`config.mk`:
```
export PLATFORM = sky130hd
export DESIGN_NAME = gregorian_date_add_days_unit
export DESIGN_NICKNAME = d
export VERILOG_FILES = /design/src/sv/gdad_pkg.sv /design/src/sv/gdad_ctrl.sv /design/src/sv/gdad_dpath.sv /design/src/sv/gregorian_date_add_days_unit.sv
export SDC_FILE = /design/constraint.sdc
export NUM_CORES = 1
export LEC_CHECK = 0
export BUFFER_PORTS_ARGS = -buffer_cell sky130_fd_sc_hd__buf_2
export CORE_ASPECT_RATIO = 0.5
export CORE_MARGIN = 4
export CORE_UTILIZATION = 65
export DETAILED_ROUTE_END_ITERATION = 8
export HOLD_SLACK_MARGIN = 0.02
export PLACE_DENSITY = 0.95
export SYNTH_ARGS = -nofsm -noshare
export SYNTH_HDL_FRONTEND = slang
export SYNTH_SLANG_ARGS = --single-unit
export TNS_END_PERCENT = 100
```
`constraint.sdc`:
```
create_clock -name clk -period 9.4 [get_ports clk]
set_clock_uncertainty 0.2 [all_clocks]
set_input_delay 0.94 -clock clk [delete_from_list [all_inputs] [get_ports clk]]
set_output_delay 0.94 -clock clk [all_outputs]
set_load 0.005 [all_outputs]
```
`src/sv/gdad_pkg.sv`:
```
// Package for the Gregorian date add-days unit.
// Holds the request/result payload types, controller state and command types,
// and the calendar tables. No dependencies.
package gdad_pkg;

	typedef struct packed {
		logic [4:0]  start_day;
		logic [3:0]  start_month;
		logic [13:0] start_year;
		logic [14:0] offset_days;
	} gdad_in_t;

	typedef struct packed {
		logic [4:0]  result_day;
		logic [3:0]  result_month;
		logic [13:0] result_year;
	} gdad_out_t;

	typedef enum logic [2:0] {
		ST_IDLE,
		ST_DIV,
		ST_RMD,
		ST_DOY,
		ST_WALK
	} gdad_state_t;

	typedef struct packed {
		logic load;
		logic div;
		logic rmd;
		logic doy;
		logic step;
		logic capture;
	} gdad_cmd_t;

	typedef struct packed {
		logic walk_done;
	} gdad_status_t;

	// year / 100 as (year * DIV100_MUL) >> DIV100_SHIFT, exact for year < 32768
	localparam logic [12:0] DIV100_MUL   = 13'd5243;
	localparam int          DIV100_SHIFT = 19;
	localparam logic [6:0]  CENTURY      = 7'd100;
	localparam logic [6:0]  CENTURY_LAST = 7'd99;
	localparam logic [8:0]  YEAR_LEN     = 9'd365;
	localparam logic [8:0]  LEAP_YEAR_LEN = 9'd366;
	localparam logic [3:0]  JANUARY      = 4'd1;
	localparam logic [3:0]  FEBRUARY     = 4'd2;
	localparam logic [3:0]  MARCH        = 4'd3;

	// Days in the months before month m of a common year; months past 12 count the whole year.
	function automatic logic [8:0] days_before(input logic [3:0] m);
		logic [8:0] d;
		case (m)
			4'd0, 4'd1: d = 9'd0;
			4'd2:       d = 9'd31;
			4'd3:       d = 9'd59;
			4'd4:       d = 9'd90;
			4'd5:       d = 9'd120;
			4'd6:       d = 9'd151;
			4'd7:       d = 9'd181;
			4'd8:       d = 9'd212;
			4'd9:       d = 9'd243;
			4'd10:      d = 9'd273;
			4'd11:      d = 9'd304;
			4'd12:      d = 9'd334;
			default:    d = 9'd365;
		endcase
		return d;
	endfunction

	// Length of month m; months outside 1..12 are empty.
	function automatic logic [4:0] month_len(input logic [3:0] m, input logic leap);
		logic [4:0] l;
		case (m)
			4'd1, 4'd3, 4'd5, 4'd7, 4'd8, 4'd10, 4'd12: l = 5'd31;
			4'd4, 4'd6, 4'd9, 4'd11:                    l = 5'd30;
			4'd2:                                       l = leap ? 5'd29 : 5'd28;
			default:                                    l = 5'd0;
		endcase
		return l;
	endfunction

endpackage

```
`src/sv/gdad_ctrl.sv`:
```
// Controller for the date add-days unit: sequences load, year split,
// day-of-year, walk and result capture. Depends on gdad_pkg.
module gdad_ctrl
	import gdad_pkg::*;
(
	input  logic         clk,
	input  logic         arst_n,
	input  logic         in_valid,
	output logic         in_stall,
	output logic         out_valid,
	input  logic         out_stall,
	input  gdad_status_t status,
	output gdad_cmd_t    cmd
);

	gdad_state_t state_q, state_d;
	logic        out_valid_q;
	logic        out_free;

	assign out_free  = !out_valid_q || !out_stall;
	assign out_valid = out_valid_q;

	always_ff @(posedge clk or negedge arst_n) begin
		if (!arst_n) begin
			state_q <= ST_IDLE;
		end else begin
			state_q <= state_d;
		end
	end

	always_comb begin
		state_d  = state_q;
		cmd      = '0;
		in_stall = 1'b1;
		case (state_q)
			ST_IDLE: begin
				in_stall = 1'b0;
				if (in_valid) begin
					cmd.load = 1'b1;
					state_d  = ST_DIV;
				end
			end
			ST_DIV: begin
				cmd.div = 1'b1;
				state_d = ST_RMD;
			end
			ST_RMD: begin
				cmd.rmd = 1'b1;
				state_d = ST_DOY;
			end
			ST_DOY: begin
				cmd.doy = 1'b1;
				state_d = ST_WALK;
			end
			ST_WALK: begin
				if (!status.walk_done) begin
					cmd.step = 1'b1;
				end else if (out_free) begin
					// hold the finished date until the result register frees up
					cmd.capture = 1'b1;
					state_d     = ST_IDLE;
				end
			end
			default: begin
				state_d = ST_IDLE;
			end
		endcase
	end

	always_ff @(posedge clk or negedge arst_n) begin
		if (!arst_n) begin
			out_valid_q <= 1'b0;
		end else if (cmd.capture) begin
			out_valid_q <= 1'b1;
		end else if (!out_stall) begin
			out_valid_q <= 1'b0;
		end
	end

endmodule

```
`src/sv/gdad_dpath.sv`:
```
// Datapath for the date add-days unit: operand registers, century split of
// the year, remainder walk and result register. Depends on gdad_pkg.
module gdad_dpath
	import gdad_pkg::*;
(
	input  logic         clk,
	input  gdad_in_t     in_data,
	input  gdad_cmd_t    cmd,
	output gdad_status_t status,
	output gdad_out_t    out_data
);

	logic [4:0]  day_q;
	logic [3:0]  month_q;
	logic [14:0] year_q;
	logic [14:0] ofs_q;
	logic [7:0]  cent_q;
	logic [6:0]  r100_q;
	logic [15:0] rem_q;
	logic [3:0]  m_q;
	gdad_out_t   out_q;

	logic [27:0] prod;
	logic [14:0] cent_x100;
	logic        leap;
	logic [8:0]  yl;
	logic [4:0]  ml;
	logic        year_adv;
	logic        month_adv;
	logic [15:0] doy;

	assign prod      = 28'(year_q[13:0] * DIV100_MUL);
	assign cent_x100 = 15'(cent_q * CENTURY);

	assign leap = (year_q[1:0] == 2'b00 && r100_q != 7'd0) ||
	              (r100_q == 7'd0 && cent_q[1:0] == 2'b00);

	assign yl        = leap ? LEAP_YEAR_LEN : YEAR_LEN;
	assign ml        = month_len(m_q, leap);
	assign year_adv  = {7'd0, yl} < rem_q;
	assign month_adv = !year_adv && ({11'd0, ml} < rem_q);

	assign status.walk_done = !year_adv && !month_adv;

	assign doy = 16'(days_before(month_q)) + 16'(leap && month_q >= MARCH) +
	             16'(day_q) + 16'(ofs_q);

	always_ff @(posedge clk) begin
		if (cmd.load) begin
			day_q   <= in_data.start_day;
			month_q <= in_data.start_month;
			year_q  <= {1'b0, in_data.start_year};
			ofs_q   <= in_data.offset_days;
		end
		if (cmd.div) begin
			cent_q <= prod[DIV100_SHIFT +: 8];
		end
		if (cmd.rmd) begin
			r100_q <= 7'(year_q - cent_x100);
		end
		if (cmd.doy) begin
			rem_q <= doy;
			m_q   <= JANUARY;
		end
		if (cmd.step) begin
			if (year_adv) begin
				year_q <= year_q + 15'd1;
				rem_q  <= rem_q - 16'(yl);
				// keep the century split in step with the year
				if (r100_q == CENTURY_LAST) begin
					r100_q <= 7'd0;
					cent_q <= cent_q + 8'd1;
				end else begin
					r100_q <= r100_q + 7'd1;
				end
			end else if (month_adv) begin
				m_q   <= m_q + 4'd1;
				rem_q <= rem_q - 16'(ml);
			end
		end
		if (cmd.capture) begin
			out_q.result_day   <= rem_q[4:0];
			out_q.result_month <= m_q;
			out_q.result_year  <= year_q[13:0];
		end
	end

	assign out_data = out_q;

endmodule

```
`src/sv/gregorian_date_add_days_unit.sv`:
```
// Gregorian date add-days unit, top level.
// Instantiates gdad_ctrl and gdad_dpath; depends on gdad_pkg.
//
// Usage:
//   Request channel: in_valid / in_stall / in_data (start date and day offset).
//   Result channel: out_valid / out_stall / out_data (resulting date).
//   One request is worked at a time; in_stall stays high from acceptance
//   until the result is written into the output register.
// Sequence: load, divide year by 100, remainder, day of year, then one
//   walk step per whole year and per month walked off, then capture; the
//   number of walk steps follows the start date and the offset.
// Overlap: a new request is taken only once the previous one is captured,
//   and can be taken while the previous result still waits in the output register.
// Stall: a stalled result stays in the output register; a finished walk
//   holds until that register frees up.
// Reset: clears the controller to idle and drops out_valid.
module gregorian_date_add_days_unit
	import gdad_pkg::*;
(
	input  logic      clk,
	input  logic      arst_n,
	input  logic      in_valid,
	output logic      in_stall,
	input  gdad_in_t  in_data,
	output logic      out_valid,
	input  logic      out_stall,
	output gdad_out_t out_data
);

	gdad_cmd_t    cmd;
	gdad_status_t status;

	gdad_ctrl u_ctrl (
		.clk       (clk),
		.arst_n    (arst_n),
		.in_valid  (in_valid),
		.in_stall  (in_stall),
		.out_valid (out_valid),
		.out_stall (out_stall),
		.status    (status),
		.cmd       (cmd)
	);

	gdad_dpath u_dpath (
		.clk      (clk),
		.in_data  (in_data),
		.cmd      (cmd),
		.status   (status),
		.out_data (out_data)
	);

	a_busy_after_accept: assert property (@(posedge clk) disable iff (!arst_n)
		in_valid && !in_stall |=> in_stall)
		else $error("request taken while a request is still in work");

	a_month_range: assert property (@(posedge clk) disable iff (!arst_n)
		out_valid |-> (out_data.result_month >= JANUARY && out_data.result_month <= 4'd12))
		else $error("result month out of range");

	a_new_result_needs_free_reg: assert property (@(posedge clk) disable iff (!arst_n)
		$past(out_valid) && $past(out_stall) |-> out_valid && $stable(out_data))
		else $error("stalled result overwritten");

endmodule

```
==> impl_metrics.env <==
export IMPL_status="finished clean"
export IMPL_end_kind="register"
export IMPL_core_mm2=0.0145
export IMPL_post_cts_resized=0
export IMPL_grt_pass1_vias=8149
export IMPL_numCtsBuffers=9
export IMPL_synth_area_leader_cell="ha_1"
export IMPL_io_pins=67
export IMPL_reg2reg_from="u_dpath.year_q[11]$_DFF_P_"
export IMPL_die_h_um=94.2
export IMPL_r2r_slack_ns=4.11
export IMPL_drt_initial_drc_count=792
export IMPL_via_count=8007
export IMPL_layout_nets=1311
export IMPL_cts_root_buffer="clkbuf_16"
export IMPL_cp_arrival_ns=5.35
export IMPL_period_share=0.563
export IMPL_drive_above_1_share=0.100
export IMPL_grt_overflow=0
export IMPL_routabilityCongestion=0.934
export IMPL_postSynthAreaPerCell_um2=9.67
export IMPL_wl_per_cell_um=20.0
export IMPL_hold_violations=0
export IMPL_grt_max_degree=34
export IMPL_synth_seq_area_share=0.271
export IMPL_drt_pre_antenna_iters=6
export IMPL_cp_start_kind="register"
export IMPL_post_dp_hpwl_mm=18.7
export IMPL_syn_num_nets=1255
export IMPL_synth_cell_type_count=79
export IMPL_clk_pin_slew_ns=0.08
export IMPL_dieWidth_um=180
export IMPL_postCtsHoldBufs=0
export IMPL_yosysTopAreaCellShare=0.187
export IMPL_fmax_mhz=189
export IMPL_synthArstFlopShare=0.0377
export IMPL_critPathKind="reg2reg"
export IMPL_rsz0062_at_grt="no"
export IMPL_ys_warn_count=0
export IMPL_hold_path_class="in2async"
export IMPL_postLayoutCellArea_mm2=0.0104
export IMPL_worst_slack_ns=4.11
export IMPL_crit_path_max_fanout=12
export IMPL_period_needed_ns=5.29
export IMPL_synth_area_mm2=0.00965
export IMPL_fill_cells=953
export IMPL_synthTopCellsByArea="ha_1 19%, fa_1 15%, edfxtp_1 15%, dfxtp_1 11%, inv_1 6.2%"
export IMPL_setup_violations_final=0
export IMPL_clkLatencyLatePin_ns=0.36
export IMPL_dpl_cell_area_mm2=0.0101
export IMPL_cap_viol_max_count=0
export IMPL_tns_ns=0
export IMPL_ys_ff_latch=106
export IMPL_syn2layout_area_growth_pct=8.23
export IMPL_worstMarginPinSlew_ns=1.11
export IMPL_via_per_inst=6.36
export IMPL_clk_path_buf_depth=2
export IMPL_postCtsSetupBuffers=0
export IMPL_pre_cts_slack_ns=4.14
export IMPL_multi_input_area_mm2=0.00632
export IMPL_drc_errors=0
export IMPL_syn_inst=998
export IMPL_cts_tree="built"
export IMPL_num_rows=31
export IMPL_r2r_end="u_dpath.cent_q[4]$_DFF_P_"
export IMPL_ys_flop_type="dfxtp_1"
export IMPL_layout_common_cells="159 x inv_1, 144 x ha_1, 71 x fa_1"
export IMPL_regArea_mm2=0.00261
export IMPL_cp_startpoint="u_dpath.year_q[11]$_DFF_P_"
export IMPL_r2r_cells=16
export IMPL_final_cells=1258
export IMPL_port_buffer_count=66
export IMPL_cp_data_required_time_ns=9.45
export IMPL_wl_mm=25.2
export IMPL_slew_viol_final=0
export IMPL_htreeDepth=3
export IMPL_slew_headroom=0.257
export IMPL_dp_cells=1241
export IMPL_final_common_cell="inv_1"
export IMPL_cts_sinks=106
export IMPL_antenna_found_initial=1
export IMPL_grt_use_total=0.301
export IMPL_drtAntennaViolNets=0
export IMPL_crit_end="u_dpath.cent_q[4]$_DFF_P_"
export IMPL_synth_edf_count=47
export IMPL_grt_first_pass_wirelength_mm=40.6
export IMPL_start_util=0.665
export IMPL_die_area_mm2=0.0170
## state kept, by name, indices dropped and copies added, names as in the netlist, named ones only
name / flops
u_dpath.ofs_q: 15
u_dpath.rem_q: 16
u_ctrl.state_q: 3
u_dpath.r100_q: 7
u_dpath.day_q: 5
u_dpath.m_q: 4
u_dpath.month_q: 4
u_ctrl.out_valid: 1
u_dpath.year_q: 14
u_dpath.out_data: 23
u_dpath.cent_q: 5
## stage by stage
step | hold WS, ns | util
floorplan | 0.208 | -
global placement | 0.215 | 0.697
detailed placement | 0.228 | 0.697
CTS | 0.171 | 0.720
global route | 0.174 | 0.720
finish | 0.174 | 0.720
## cells in the mapped netlist, types with 11 or more instances
| library cell | number |
|---|---|
| a21o_1 | 15 |
| nor3_1 | 21 |
| and3_1 | 11 |
| a21oi_1 | 68 |
| dfxtp_1 | 55 |
| o21a_1 | 13 |
| ha_1 | 144 |
| o21ai_0 | 28 |
| fa_1 | 71 |
| nor2_1 | 47 |
| nand2_1 | 62 |
| xnor2_1 | 23 |
| nand3_1 | 33 |
| edfxtp_1 | 47 |
| mux2i_1 | 13 |
| inv_1 | 159 |
| clkbuf_1 | 11 |
## critical path: stages, from the launching register on
cell	delay [ns]
dfxtp_1	0.72
fa_1	0.54
ha_1	0.32
inv_1	0.07
fa_1	0.50
inv_1	0.06
fa_1	0.53
inv_1	0.05
fa_1	0.52
inv_1	0.04
ha_1	0.29
nand3_1	0.14
nor4_1	0.37
a21boi_0	0.17
a31oi_1	0.36
mux2i_1	0.22
nor3_1	0.07
## layout make-up
type,count,share of cell area
flip-flops and latches,106,0.250
clock inverters,6,0.00922
multi-input cells,710,0.605
clock buffers,10,0.0219
inverters,160,0.0575
diodes,1,0.000240
well taps,198,0.0237
repair buffers,67,0.0323
## cell families (layout without fill, tap and decap cells)
| logic type | Yosys count | after routing | synth area share |
|---|---|---|---|
| flip-flops | 106 | 106 | 0.271 |
| AND/OR/NAND/NOR | 224 | 224 | 0.114 |
| AO/OA/AOI/OAI | 223 | 223 | 0.160 |
| multiplexers | 15 | 15 | 0.0158 |
| adder cells (fa/ha/maj) | 215 | 215 | 0.334 |
| XOR/XNOR | 33 | 33 | 0.0300 |
| buffers and inverters | 182 | 243 | 0.0749 |
| other | 0 | 1 | 0 |
## layer usage
| layer | routed length, µm | up-vias | share of wire | GRT usage |
|---|---|---|---|---|
| met4 | 1120 | 0 | 0.044 | 0.136 |
| li1 | - | 3612 | - | - |
| met3 | 2220 | 112 | 0.088 | 0.0669 |
| met1 | 9510 | 3844 | 0.38 | 0.345 |
| met2 | 12300 | 439 | 0.49 | 0.547 |
| met5 | 0 | - | 0 | 0 |
## how the worst min path moves through the flow
stage | slack (ns) | cells after the start | to | start
6_report | 0.17 | 1 | u_ctrl.state_q[2]$_DFFE_PN0P_ | arst_n
3_3_place_gp | 0.21 | 0 | u_dpath.out_data[18]$_DFFE_PP_ | u_dpath.rem_q[0]$_DFF_P_
3_5_place_dp | 0.23 | 0 | u_dpath.out_data[18]$_DFFE_PP_ | u_dpath.rem_q[0]$_DFF_P_
2_1_floorplan | 0.21 | 0 | u_dpath.out_data[18]$_DFFE_PP_ | u_dpath.rem_q[0]$_DFF_P_
5_1_grt | 0.17 | 1 | u_ctrl.state_q[2]$_DFFE_PN0P_ | arst_n
4_1_cts | 0.17 | 1 | u_ctrl.state_q[2]$_DFFE_PN0P_ | arst_n
Power is left out: the tool's default activity adds up to more than one toggle a clock period on the data nets, which glitch-free logic cannot reach.
